**src/ols_pkg.sv**
```systemverilog
// ---------------------------------------------------------------------------
// ols_pkg: shared types and constants for the ordered list store
// Request and result layouts, operation codes and status codes.
// ---------------------------------------------------------------------------
package ols_pkg;

  localparam int OLS_CAPACITY    = 32;
  localparam int OLS_VALUE_WIDTH = 32;

  // fixed field widths of the request and result
  localparam int OLS_MODE_W   = 2;
  localparam int OLS_VALUE_W  = 32;
  localparam int OLS_STATUS_W = 2;
  localparam int OLS_HELD_W   = 6;

  // operation codes
  localparam logic [OLS_MODE_W-1:0] MODE_APPEND = 2'd0;
  localparam logic [OLS_MODE_W-1:0] MODE_REMOVE = 2'd1;
  localparam logic [OLS_MODE_W-1:0] MODE_LIST   = 2'd2;

  typedef enum logic [OLS_STATUS_W-1:0] {
    ST_OK        = 2'd0,
    ST_EMPTY     = 2'd1,
    ST_NOT_FOUND = 2'd2,
    ST_FULL      = 2'd3
  } status_e;

  typedef struct packed {
    logic [OLS_MODE_W-1:0]         mode;
    logic signed [OLS_VALUE_W-1:0] value;
  } req_t;

  typedef struct packed {
    status_e                       status;
    logic signed [OLS_VALUE_W-1:0] entry_value;
    logic [OLS_HELD_W-1:0]         entries_held;
    logic                          last;
  } rsp_t;

endpackage

```
**src/ols_ram.sv**
```systemverilog
// ---------------------------------------------------------------------------
// ols_ram: generic single-port-write, single-port-read RAM
// One write and one registered read per cycle.
// ---------------------------------------------------------------------------
module ols_ram #(
  parameter int WIDTH = 32,
  parameter int DEPTH = 32
) (
  input  logic                     clk_i,
  input  logic                     we_i,
  input  logic [$clog2(DEPTH)-1:0] waddr_i,
  input  logic [WIDTH-1:0]         wdata_i,
  input  logic [$clog2(DEPTH)-1:0] raddr_i,
  output logic [WIDTH-1:0]         rdata_o
);

  logic [WIDTH-1:0] mem_q [DEPTH];
  logic [WIDTH-1:0] rdata_q;

  always_ff @(posedge clk_i) begin
    if (we_i) begin
      mem_q[waddr_i] <= wdata_i;
    end
    rdata_q <= mem_q[raddr_i];
  end

  assign rdata_o = rdata_q;

endmodule

```
**src/ols_cmp.sv**
```systemverilog
// ---------------------------------------------------------------------------
// ols_cmp: shared compare and format unit
// Matches a stored entry against the key and formats it for the result.
// ---------------------------------------------------------------------------
module ols_cmp import ols_pkg::*; #(
  parameter int VALUE_WIDTH = OLS_VALUE_WIDTH
) (
  input  logic [VALUE_WIDTH-1:0]        stored_i,
  input  logic [VALUE_WIDTH-1:0]        key_i,
  output logic                          match_o,
  output logic signed [OLS_VALUE_W-1:0] entry_o
);

  logic signed [VALUE_WIDTH-1:0] stored_s;

  assign stored_s = signed'(stored_i);
  assign match_o  = (stored_i == key_i);
  // sign-extend or cut to the result width
  assign entry_o  = OLS_VALUE_W'(stored_s);

endmodule

```
**src/ordered_list_store_unit.sv**
```systemverilog
// ---------------------------------------------------------------------------
// ordered_list_store_unit: bounded insertion-ordered list of signed values
// Append, remove-all-equal with compaction, and in-order listing.
// ---------------------------------------------------------------------------
// Append and any request on an empty list register their result at the
//   accepting edge and never raise busy.
// Remove and list walk the store through the single RAM read port and hold
//   busy, accepting no new request, until the walk ends. List results stream
//   one per cycle, the last one with last.
// The receiver cannot stall; every result shows for exactly one cycle.
// Reset clears all registers, not the store; unwritten entries are never used.
// ---------------------------------------------------------------------------
module ordered_list_store_unit import ols_pkg::*; #(
  parameter int CAPACITY    = OLS_CAPACITY,
  parameter int VALUE_WIDTH = OLS_VALUE_WIDTH
) (
  input  logic clk_i,
  input  logic rst_ni,
  input  logic start,
  output logic busy,
  input  req_t req_i,
  output logic strobe,
  output rsp_t rsp_o
);

  localparam int CntW = $clog2(CAPACITY + 1);
  localparam int IdxW = $clog2(CAPACITY);

  typedef enum logic [1:0] {
    S_IDLE,
    S_REMOVE,
    S_LIST
  } state_e;

  state_e              state_q, state_d;
  logic [CntW-1:0]     count_q, count_d;   // entries held
  logic [CntW-1:0]     rd_ptr_q, rd_ptr_d; // next entry to read
  logic [CntW-1:0]     wr_ptr_q, wr_ptr_d; // compaction write slot
  logic                vld_q, vld_d;       // read data is an entry
  logic                hit_q, hit_d;       // remove matched at least once
  logic [VALUE_WIDTH-1:0] key_q, key_d;    // value being removed
  logic                strobe_q, strobe_d;
  rsp_t                rsp_q, rsp_d;

  logic [VALUE_WIDTH-1:0] key_in;
  logic [CntW-1:0]        count_inc;
  logic                   accept;
  logic                   is_full;
  logic                   is_empty;
  logic                   rd_more;

  // RAM ports
  logic                   ram_we;
  logic [IdxW-1:0]        ram_waddr;
  logic [VALUE_WIDTH-1:0] ram_wdata;
  logic [IdxW-1:0]        ram_raddr;
  logic [VALUE_WIDTH-1:0] ram_rdata;

  logic                          cmp_match;
  logic signed [OLS_VALUE_W-1:0] cmp_entry;

  ols_ram #(
    .WIDTH (VALUE_WIDTH),
    .DEPTH (CAPACITY)
  ) u_ram (
    .clk_i   (clk_i),
    .we_i    (ram_we),
    .waddr_i (ram_waddr),
    .wdata_i (ram_wdata),
    .raddr_i (ram_raddr),
    .rdata_o (ram_rdata)
  );

  ols_cmp #(
    .VALUE_WIDTH (VALUE_WIDTH)
  ) u_cmp (
    .stored_i (ram_rdata),
    .key_i    (key_q),
    .match_o  (cmp_match),
    .entry_o  (cmp_entry)
  );

  // input is sign-extended from 32 bits, then held at the store width
  assign key_in    = VALUE_WIDTH'(req_i.value);
  assign count_inc = count_q + 1'b1;
  assign busy      = (state_q != S_IDLE);
  assign accept    = start && !busy;
  assign is_full   = (count_q == CntW'(CAPACITY));
  assign is_empty  = (count_q == '0);
  assign rd_more   = (rd_ptr_q != count_q);

  always_comb begin
    state_d  = state_q;
    count_d  = count_q;
    rd_ptr_d = rd_ptr_q;
    wr_ptr_d = wr_ptr_q;
    vld_d    = 1'b0;
    hit_d    = hit_q;
    key_d    = key_q;
    strobe_d = 1'b0;
    rsp_d    = rsp_q;

    ram_we    = 1'b0;
    ram_waddr = count_q[IdxW-1:0];
    ram_wdata = key_in;
    ram_raddr = rd_ptr_q[IdxW-1:0];

    case (state_q)
      S_IDLE: begin
        if (accept) begin
          rsp_d.entry_value = '0;
          rsp_d.last        = 1'b1;
          case (req_i.mode)
            MODE_APPEND: begin
              strobe_d = 1'b1;
              if (is_full) begin
                rsp_d.status       = ST_FULL;
                rsp_d.entries_held = OLS_HELD_W'(count_q);
              end else begin
                // new entry goes right behind the tail
                ram_we             = 1'b1;
                count_d            = count_inc;
                rsp_d.status       = ST_OK;
                rsp_d.entries_held = OLS_HELD_W'(count_inc);
              end
            end
            MODE_REMOVE, MODE_LIST: begin
              if (is_empty) begin
                strobe_d           = 1'b1;
                rsp_d.status       = ST_EMPTY;
                rsp_d.entries_held = '0;
              end else begin
                rd_ptr_d = '0;
                wr_ptr_d = '0;
                hit_d    = 1'b0;
                key_d    = key_in;
                state_d  = (req_i.mode == MODE_REMOVE) ? S_REMOVE : S_LIST;
              end
            end
            default: begin
              // unused code: no store or count change, no result strobe
            end
          endcase
        end
      end

      S_REMOVE: begin
        if (rd_more) begin
          vld_d    = 1'b1;
          rd_ptr_d = rd_ptr_q + 1'b1;
        end
        if (vld_q) begin
          if (cmp_match) begin
            hit_d = 1'b1;
          end else begin
            // keep the entry, shifted down over removed ones
            ram_we    = 1'b1;
            ram_waddr = wr_ptr_q[IdxW-1:0];
            ram_wdata = ram_rdata;
            wr_ptr_d  = wr_ptr_q + 1'b1;
          end
          if (!rd_more) begin
            count_d            = wr_ptr_d;
            strobe_d           = 1'b1;
            rsp_d.status       = hit_d ? ST_OK : ST_NOT_FOUND;
            rsp_d.entry_value  = '0;
            rsp_d.entries_held = OLS_HELD_W'(wr_ptr_d);
            rsp_d.last         = 1'b1;
            state_d            = S_IDLE;
          end
        end
      end

      S_LIST: begin
        if (rd_more) begin
          vld_d    = 1'b1;
          rd_ptr_d = rd_ptr_q + 1'b1;
        end
        if (vld_q) begin
          // reads issue back to back, so no read left means final entry
          strobe_d           = 1'b1;
          rsp_d.status       = ST_OK;
          rsp_d.entry_value  = cmp_entry;
          rsp_d.entries_held = OLS_HELD_W'(count_q);
          rsp_d.last         = !rd_more;
          if (!rd_more) begin
            state_d = S_IDLE;
          end
        end
      end

      default: begin
        state_d = S_IDLE;
      end
    endcase
  end

  always_ff @(posedge clk_i or negedge rst_ni) begin
    if (!rst_ni) begin
      state_q  <= S_IDLE;
      count_q  <= '0;
      rd_ptr_q <= '0;
      wr_ptr_q <= '0;
      vld_q    <= 1'b0;
      hit_q    <= 1'b0;
      key_q    <= '0;
      strobe_q <= 1'b0;
      rsp_q    <= '0;
    end else begin
      state_q  <= state_d;
      count_q  <= count_d;
      rd_ptr_q <= rd_ptr_d;
      wr_ptr_q <= wr_ptr_d;
      vld_q    <= vld_d;
      hit_q    <= hit_d;
      key_q    <= key_d;
      strobe_q <= strobe_d;
      rsp_q    <= rsp_d;
    end
  end

  assign strobe = strobe_q;
  assign rsp_o  = rsp_q;

endmodule
```
**config.mk**
```make
export PLATFORM = sky130hd
export DESIGN_NAME = ordered_list_store_unit
export DESIGN_NICKNAME = d
export VERILOG_FILES = /design/src/ols_pkg.sv /design/src/ols_ram.sv /design/src/ols_cmp.sv /design/src/ordered_list_store_unit.sv
export SDC_FILE = /design/constraint.sdc
export NUM_CORES = 1
export LEC_CHECK = 0
export BUFFER_PORTS_ARGS = -buffer_cell sky130_fd_sc_hd__buf_4
export CORE_UTILIZATION = 40
export DETAILED_ROUTE_END_ITERATION = 8
export PLACE_DENSITY_LB_ADDON = 0.05
export SLEW_MARGIN = 20
export SYNTH_ARGS = -nofsm -noshare
export SYNTH_HDL_FRONTEND = slang
export SYNTH_SLANG_ARGS = --single-unit
```
**constraint.sdc**
```tcl
create_clock -name clk_i -period 10.4 [get_ports clk_i]
set_clock_uncertainty 0.15 [all_clocks]
set_input_delay 2.08 -clock clk_i [delete_from_list [all_inputs] [get_ports clk_i]]
set_output_delay 2.08 -clock clk_i [all_outputs]
set_load 0.02 [all_outputs]
```
==> results of run 1 <==
==> metal layers <==
metal | vias to the layer above | wire (microns) | global-route usage (%)
met5 | - | 0 | 0
met4 | 0 | 2600 | 5.37
met3 | 137 | 11100 | 5.25
met2 | 868 | 54900 | 31.1
met1 | 12300 | 65000 | 38.3
li1 | 9034 | - | -
==> worst reg2reg max path: stages, from the launching register on <==
cell and delay [ns]:
dfxtp_1 0.44, xor2_1 0.72, nor4_2 0.24, and4_1 0.35, a211oi_4 0.24, buf_4 0.65
buf_4 0.89, mux2_2 1.11
==> per-stage QoR <==
stage	utilization [%]	hold slack, ns
floorplan	-	0.335
global placement	42.7	0.327
detailed placement	42.7	0.344
CTS	46.2	0.361
global route	46.2	0.386
finish	46.3	0.348
==> worst paths after layout <==
path                              startpoint             endpoint  cells past startpoint
setup / recovery           u_ram.rdata_o[25]  u_ram.mem_q[16][16]                      7
setup reg to reg           u_ram.rdata_o[25]  u_ram.mem_q[16][16]                      7
max in group asynchronous             rst_ni            key_q[14]                      2
hold reg to reg                    rsp_o[40]            rsp_o[40]                      1
min in group asynchronous             rst_ni            rsp_o[34]                      1
hold / removal                     rsp_o[40]            rsp_o[40]                      1
==> final cells by class <==
type	instances	area share, %
antenna	7	0.0337
clock buffer	139	6.14
clock inverter	88	1.47
inverter	17	0.123
multi-input combinational	805	21.6
sequential	1152	65.1
tap	1500	3.61
timing repair buffer	130	1.93
==> cells by family after synthesis <==
logic type	after synthesis
AND/OR/NAND/NOR	185
adder cells (fa/ha/maj)	11
multiplexers	426
flip-flops	1152
buffers and inverters	142
AO/OA/AOI/OAI	134
XOR/XNOR	49
==> registers in the layout, indices dropped and copies added, names as in the netlist <==
name and cells:
rd_ptr_q 6, rsp_o 41, u_ram.rdata_o 32, count_q 6, u_ram.mem_q 1024, wr_ptr_q 6
key_q 32, hit_q 1, strobe 1, vld_q 1, state_q 2
==> synth_stat cells, types with 6 or more instances <==
cell type  number
a21oi_1        17
a22o_1         32
a31oi_1         6
and3_1         14
buf_1          15
buf_2          26
buf_4          15
clkbuf_1       62
dfrtp_1        96
dfxtp_1        32
edfxtp_1     1024
ha_1           11
inv_1          17
mux2_2         97
mux2i_1         9
mux4_2        320
nand2_1        60
nand3_1        43
nand4_1         6
nor2_1         20
nor3b_1         6
nor4_1          9
o211ai_1        6
o21ai_0        42
or3_1           6
xnor2_1         6
xor2_1         43
==> power by group <==
group	internal [mW]	switching [mW]
registers	5.49	0.428
logic	1.70	2.54
clock network	2.51	1.80
==> flow_summary.ini, run 1 <==
[finish]
drive_gt1_share_pct = 33.4
fill_cells = 9402
multiInputGateArea_sq_um = 11200
area_delta_synth_final_pct = 14.7
nets = 2274
layout_commonest_cell = edfxtp_1
ff_latch_area_sq_um = 33800
layout_common_cells = edfxtp_1, mux4_2, buf_4
stdcell_count = 3838
stdcell_area_sq_um = 52000

[power_and_ir_drop]
leakage_nw = 16.6
finalPower_mw = 14.5
irDropWorstVdd_v = 0.000198
p_per_area_nw_per_um2 = 278

[synthesis]
seq_area_frac_synth_pct = 74.6
ys_ff_latch = 1152
synth-xor-area-share_pct = 0.947
syn_avg_cell_area_sq_um = 21.6
yosys.area_share.adder_pct = 0.304
synth_edf_count = 1024
async_flop_share_pct = 8.33
synthTopCellsByArea = edfxtp_1, mux4_2, dfrtp_1
synth_top_family_by_area = multiplexers
synth_simple_gate_area_share_pct = 2.07
ys_types = 61
syn_area_sq_um = 45300
yosysWarningCount = 0
synth_mux_area_share_pct = 18.5
synth_nets = 2147
netlist_instances = 2099
ys.flop_type = edfxtp_1
synth_top_cell_by_area = edfxtp_1
synth-compound-area-share_pct = 2.09
synth_top_area_share_pct = 67.9

[job]
drv_cap = 0

[clocking]
root_buffer = clkbuf_16
h-tree-depth = 3
ctsResizeCount = 0
clock_latency_ns = 0.71
cts_buffers = 120
cts_tree = built
clk_path_buf_depth = 3
cts_hold_buffers = 0
post_cts_buffers = 0
path_clk_slew_ns = 0.06
cts_sinks = 1152

[critical_path]
critical_path_class = reg -> reg
critPathCaptureType = flip-flop
critical_path.max_fanout = 54
cpMostUsedCell = buf_4
cpPeakStageDelay_ns = 1.04
cp.required_ns = 10.59
crit_chain = xor2_1, nor4_2, and4_1, a211oi_4, buf_4, buf_4, mux2_2
cp_top_family = buffers and inverters
crit_buf_inv = 2
ff2ff_setup_slack_ns = 5.21
cpMaxStageDelayCell = mux2_2
cp.arrival_ns = 5.37
startpoint_type = flip-flop

[sta]
fmax_ghz = 0.193
grt_setup_unrepaired = false
maxSlewViolCount = 0
fin_ws_ns = 5.21
setup_tns_ns = 0
setup_viol = 0
worst-slew-pin-transition_ns = 1.23
fin_crit_sh_pct = 49.9
post-route-min-period_ns = 5.19
maxSlewHeadroom_pct = 17.1
final-hold-violation-count = 0

[status]
status = complete, no violations

[route]
wl_per_cell_microns = 34.8
routed_wirelength_mm = 134
vias_per_cell = 5.82
ant_nets = 0
drtPass1Iterations = 8
drt-initial-drc-count = 2657
drc = 0
num_vias = 22300

[place]
port_buffers = 79
gp_congestion = 0.841
placed_area_sq_um = 48000
place_inst = 3604
dp_hpwl_mm = 83.3
dp_slack_ns = 5.22

[min_path]
min_path_type = reg -> reg

[global_routing]
grt_first_pass_wirelength_mm = 183
grt-ovfl-total = 0
antenna_found_initial = 13
grtUsageTotal_pct = 23.4
grt_max_degree = 129
grt_pass1_vias = 21900

[floorplan]
die_y_microns = 339
initial_core_util_pct = 40.3
rows = 123
die_area_sq_um = 115000
core-area_sq_um = 112000
die_w_microns = 339
ios = 80
(Power assumes the default switching activity.)
==> inputs of run 2 (changes only) <==
--- a/config.mk
+++ b/config.mk
@@ -5,6 +5,7 @@
 export SDC_FILE = /design/constraint.sdc
 export NUM_CORES = 1
 export LEC_CHECK = 0
+export ABC_AREA = 1
 export BUFFER_PORTS_ARGS = -buffer_cell sky130_fd_sc_hd__buf_4
 export CORE_UTILIZATION = 40
 export DETAILED_ROUTE_END_ITERATION = 8
==> constraint.sdc (replaced) <==
create_clock -name clk_i -period 4.7 [get_ports clk_i]
set_clock_uncertainty 0.15 [all_clocks]
set_input_delay 0.94 -clock clk_i [delete_from_list [all_inputs] [get_ports clk_i]]
set_output_delay 0.94 -clock clk_i [all_outputs]
set_load 0.02 [all_outputs]
==> flow_summary.ini, run 2 <==
[place]
dp_slack_ns = 0.499
gp_congestion = 0.808
port_buffers = 79
place_inst = 5153
dp_hpwl_mm = 81.7

[finish]
area_delta_synth_final_pct = 15.6
top_register = u_ram.mem_q
largest_reg_flops = 1024
fill_cells = 10100
layout_commonest_cell = edfxtp_1
diodes = 0
drive_gt1_share_pct = 12.5
layout_common_cells = edfxtp_1, nor2_1, o21ai_0
nets = 3833
stdcell_count = 5384

[sta]
fmax_ghz = 0.244
worst-slew-pin-transition_ns = 0.950
fin_crit_sh_pct = 87.2
post-route-min-period_ns = 4.10
maxSlewHeadroom_pct = 36.7
fin_ws_ns = 0.600
grt_setup_unrepaired = false
setup_viol = 0
final-hold-violation-count = 0
maxSlewViolCount = 0
setup_tns_ns = 0

[route]
met2WireLength_mm = 65.8
wl_per_cell_microns = 26.5
routed_wirelength_mm = 143
vias_per_cell = 5.65
top_layer = met5
drc = 0
num_vias = 30400
m1WireLength_mm = 64.0
drtPass1Iterations = 6
ant_nets = 0
drt-initial-drc-count = 3027
wl_met3_mm = 10.3

[synthesis]
synth_nets = 3741
synth.most_common_cell = edfxtp_1
netlist_instances = 3693
async_flop_share_pct = 8.33
synth_edf_count = 1024
synth_common_cells = edfxtp_1, nor2_1, o21ai_0
ys_types = 42
syn_avg_cell_area_sq_um = 12.4
ys_ff_latch = 1152
syn_area_sq_um = 45900
synth_top_area_share_pct = 66.9
ys.flop_type = edfxtp_1
synthTopCellsByArea = edfxtp_1, o21ai_0, dfrtp_1
synth_top_cell_by_area = edfxtp_1
yosysWarningCount = 0
seq_area_frac_synth_pct = 73.5

[global_routing]
grt-ovfl-total = 0
antenna_found_initial = 5
grtUsageTotal_pct = 24.5
grt_first_pass_wirelength_mm = 208
grt_pass1_vias = 29900
grt_max_degree = 133

[critical_path]
cpPeakStageDelay_ns = 0.71
critical_path_class = reg -> reg
cpMaxStageDelayCell = nor2_4
critical_path.max_fanout = 19
cp_top_family = simple AND/OR/NAND/NOR gates
critPathCaptureType = flip-flop
crit_chain = inv_1, ha_1, nand2_1, inv_1, nand2_4, o21ai_0, inv_1, nor2_1, nand2_1, nor2_4, buf_12
startpoint_type = flip-flop
cpMostUsedCell = inv_1
cp.arrival_ns = 4.37
crit_buf_inv = 4
cp.required_ns = 4.97

[floorplan]
core-area_sq_um = 113000
die_area_sq_um = 116000
initial_core_util_pct = 40.6
rows = 123
die_y_microns = 341
ios = 80
die_w_microns = 341

[clocking]
cts_tree = built
cts_buffers = 130
ctsResizeCount = 0
h-tree-depth = 4
cts_hold_buffers = 0
root_buffer = clkbuf_16
clock_latency_ns = 0.74
path_clk_slew_ns = 0.06
post_cts_buffers = 0
clk_path_buf_depth = 3
cts_sinks = 1152

[power_and_ir_drop]
p_per_area_nw_per_um2 = 570
clock_power_share_pct = 31.6
pwr-share-seq_pct = 41.7
irDropWorstVdd_v = 0.000378
p_int_mw = 19.8
power_frac_comb_pct = 26.7
p_switching_mw = 10.5
switching_share_pct = 34.6
leakage_nw = 18.1

[status]
status = complete, no violations

[min_path]
min_path_type = in -> async

[job]
drv_cap = 0
==> run 2: cell types whose count changed in the layout (fill, tap and decap cells not counted), sizes merged, moves of 26 or more <==
cell / previous run / this run
a22o: 32 / 0
nor2: 20 / 627
o221ai: 0 / 96
nand4: 6 / 33
mux4: 320 / 0
nand2: 60 / 406
buf: 130 / 201
o21ai: 44 / 619
o22ai: 0 / 160
xor2: 43 / 10
mux2: 97 / 0
nand3: 43 / 101
o211ai: 6 / 32
inv: 19 / 141
==> run 2: power by group through the flow <==
stage	clock network (mW)	registers [mW]	logic (mW)
after floorplan	0	12.8	4.69
after global placement	0	12.8	8.03
after detailed placement	0	12.9	8.06
after CTS	9.76	12.6	8.10
after global routing	10.1	12.7	8.86
final	9.57	12.6	8.09
==> run 2: cells by family (layout without fill, tap and decap cells) <==
kind of cell,count (synthesis),in the layout,share of synthesized area [%]
and+or+nand+nor,1179,1179,10.4
DFF,1152,1152,73.5
AOI/OAI and AO/OA,946,946,11.8
buffers and inverters,373,564,3.34
xor gates and xnor gates,32,32,0.610
adders and majority gates,11,11,0.300
==> run 2: worst paths after layout <==
path | from | to | slack (ns) | depth (start not counted)
min in group clk_i | req_i[9] | key_q[9] | 0.29 | 3
worst min register to register | u_ram.rdata_o[29] | rsp_o[36] | 0.33 | 2
worst max-delay path | state_q[1] | u_ram.mem_q[6][25] | 0.60 | 11
worst min-delay path | rst_ni | state_q[0] | 0.15 | 1
worst max register to register | state_q[1] | u_ram.mem_q[6][25] | 0.60 | 11
max in group asynchronous | rst_ni | rsp_o[38] | 3.37 | 2
==> run 2: layer usage <==
metal  vias to the layer above  GRT usage, %
li1                      13600             -
met1                     15500          35.4
met2                      1131          38.3
met3                       170          4.37
met4                         2          5.99
met5                         -             0
==> run 2: through the flow <==
step / cell area (sq um) / utilization, % / total power, mW / hold WS (ns)
final: 53100 / 47.0 / 30.3 / 0.151
after detailed placement: 49200 / 43.5 / 20.9 / 0.321
after global routing: 53100 / 47.0 / 31.7 / 0.209
after CTS: 53100 / 47.0 / 30.5 / 0.154
after global placement: 49100 / 43.4 / 20.9 / 0.315
after floorplan: 45900 / - / 17.5 / 0.283
==> run 2: area by class of cell <==
type                    instances  area (sq um)  area share [%]
repair buffers                201          1930            3.64
well taps                    1500          1880            3.53
inverters                     132           518           0.975
flip-flops and latches       1152         33800            63.6
clock buffers                 164          3420            6.44
clock inverters                67           538            1.01
multi-input cells            2168         11000            20.8
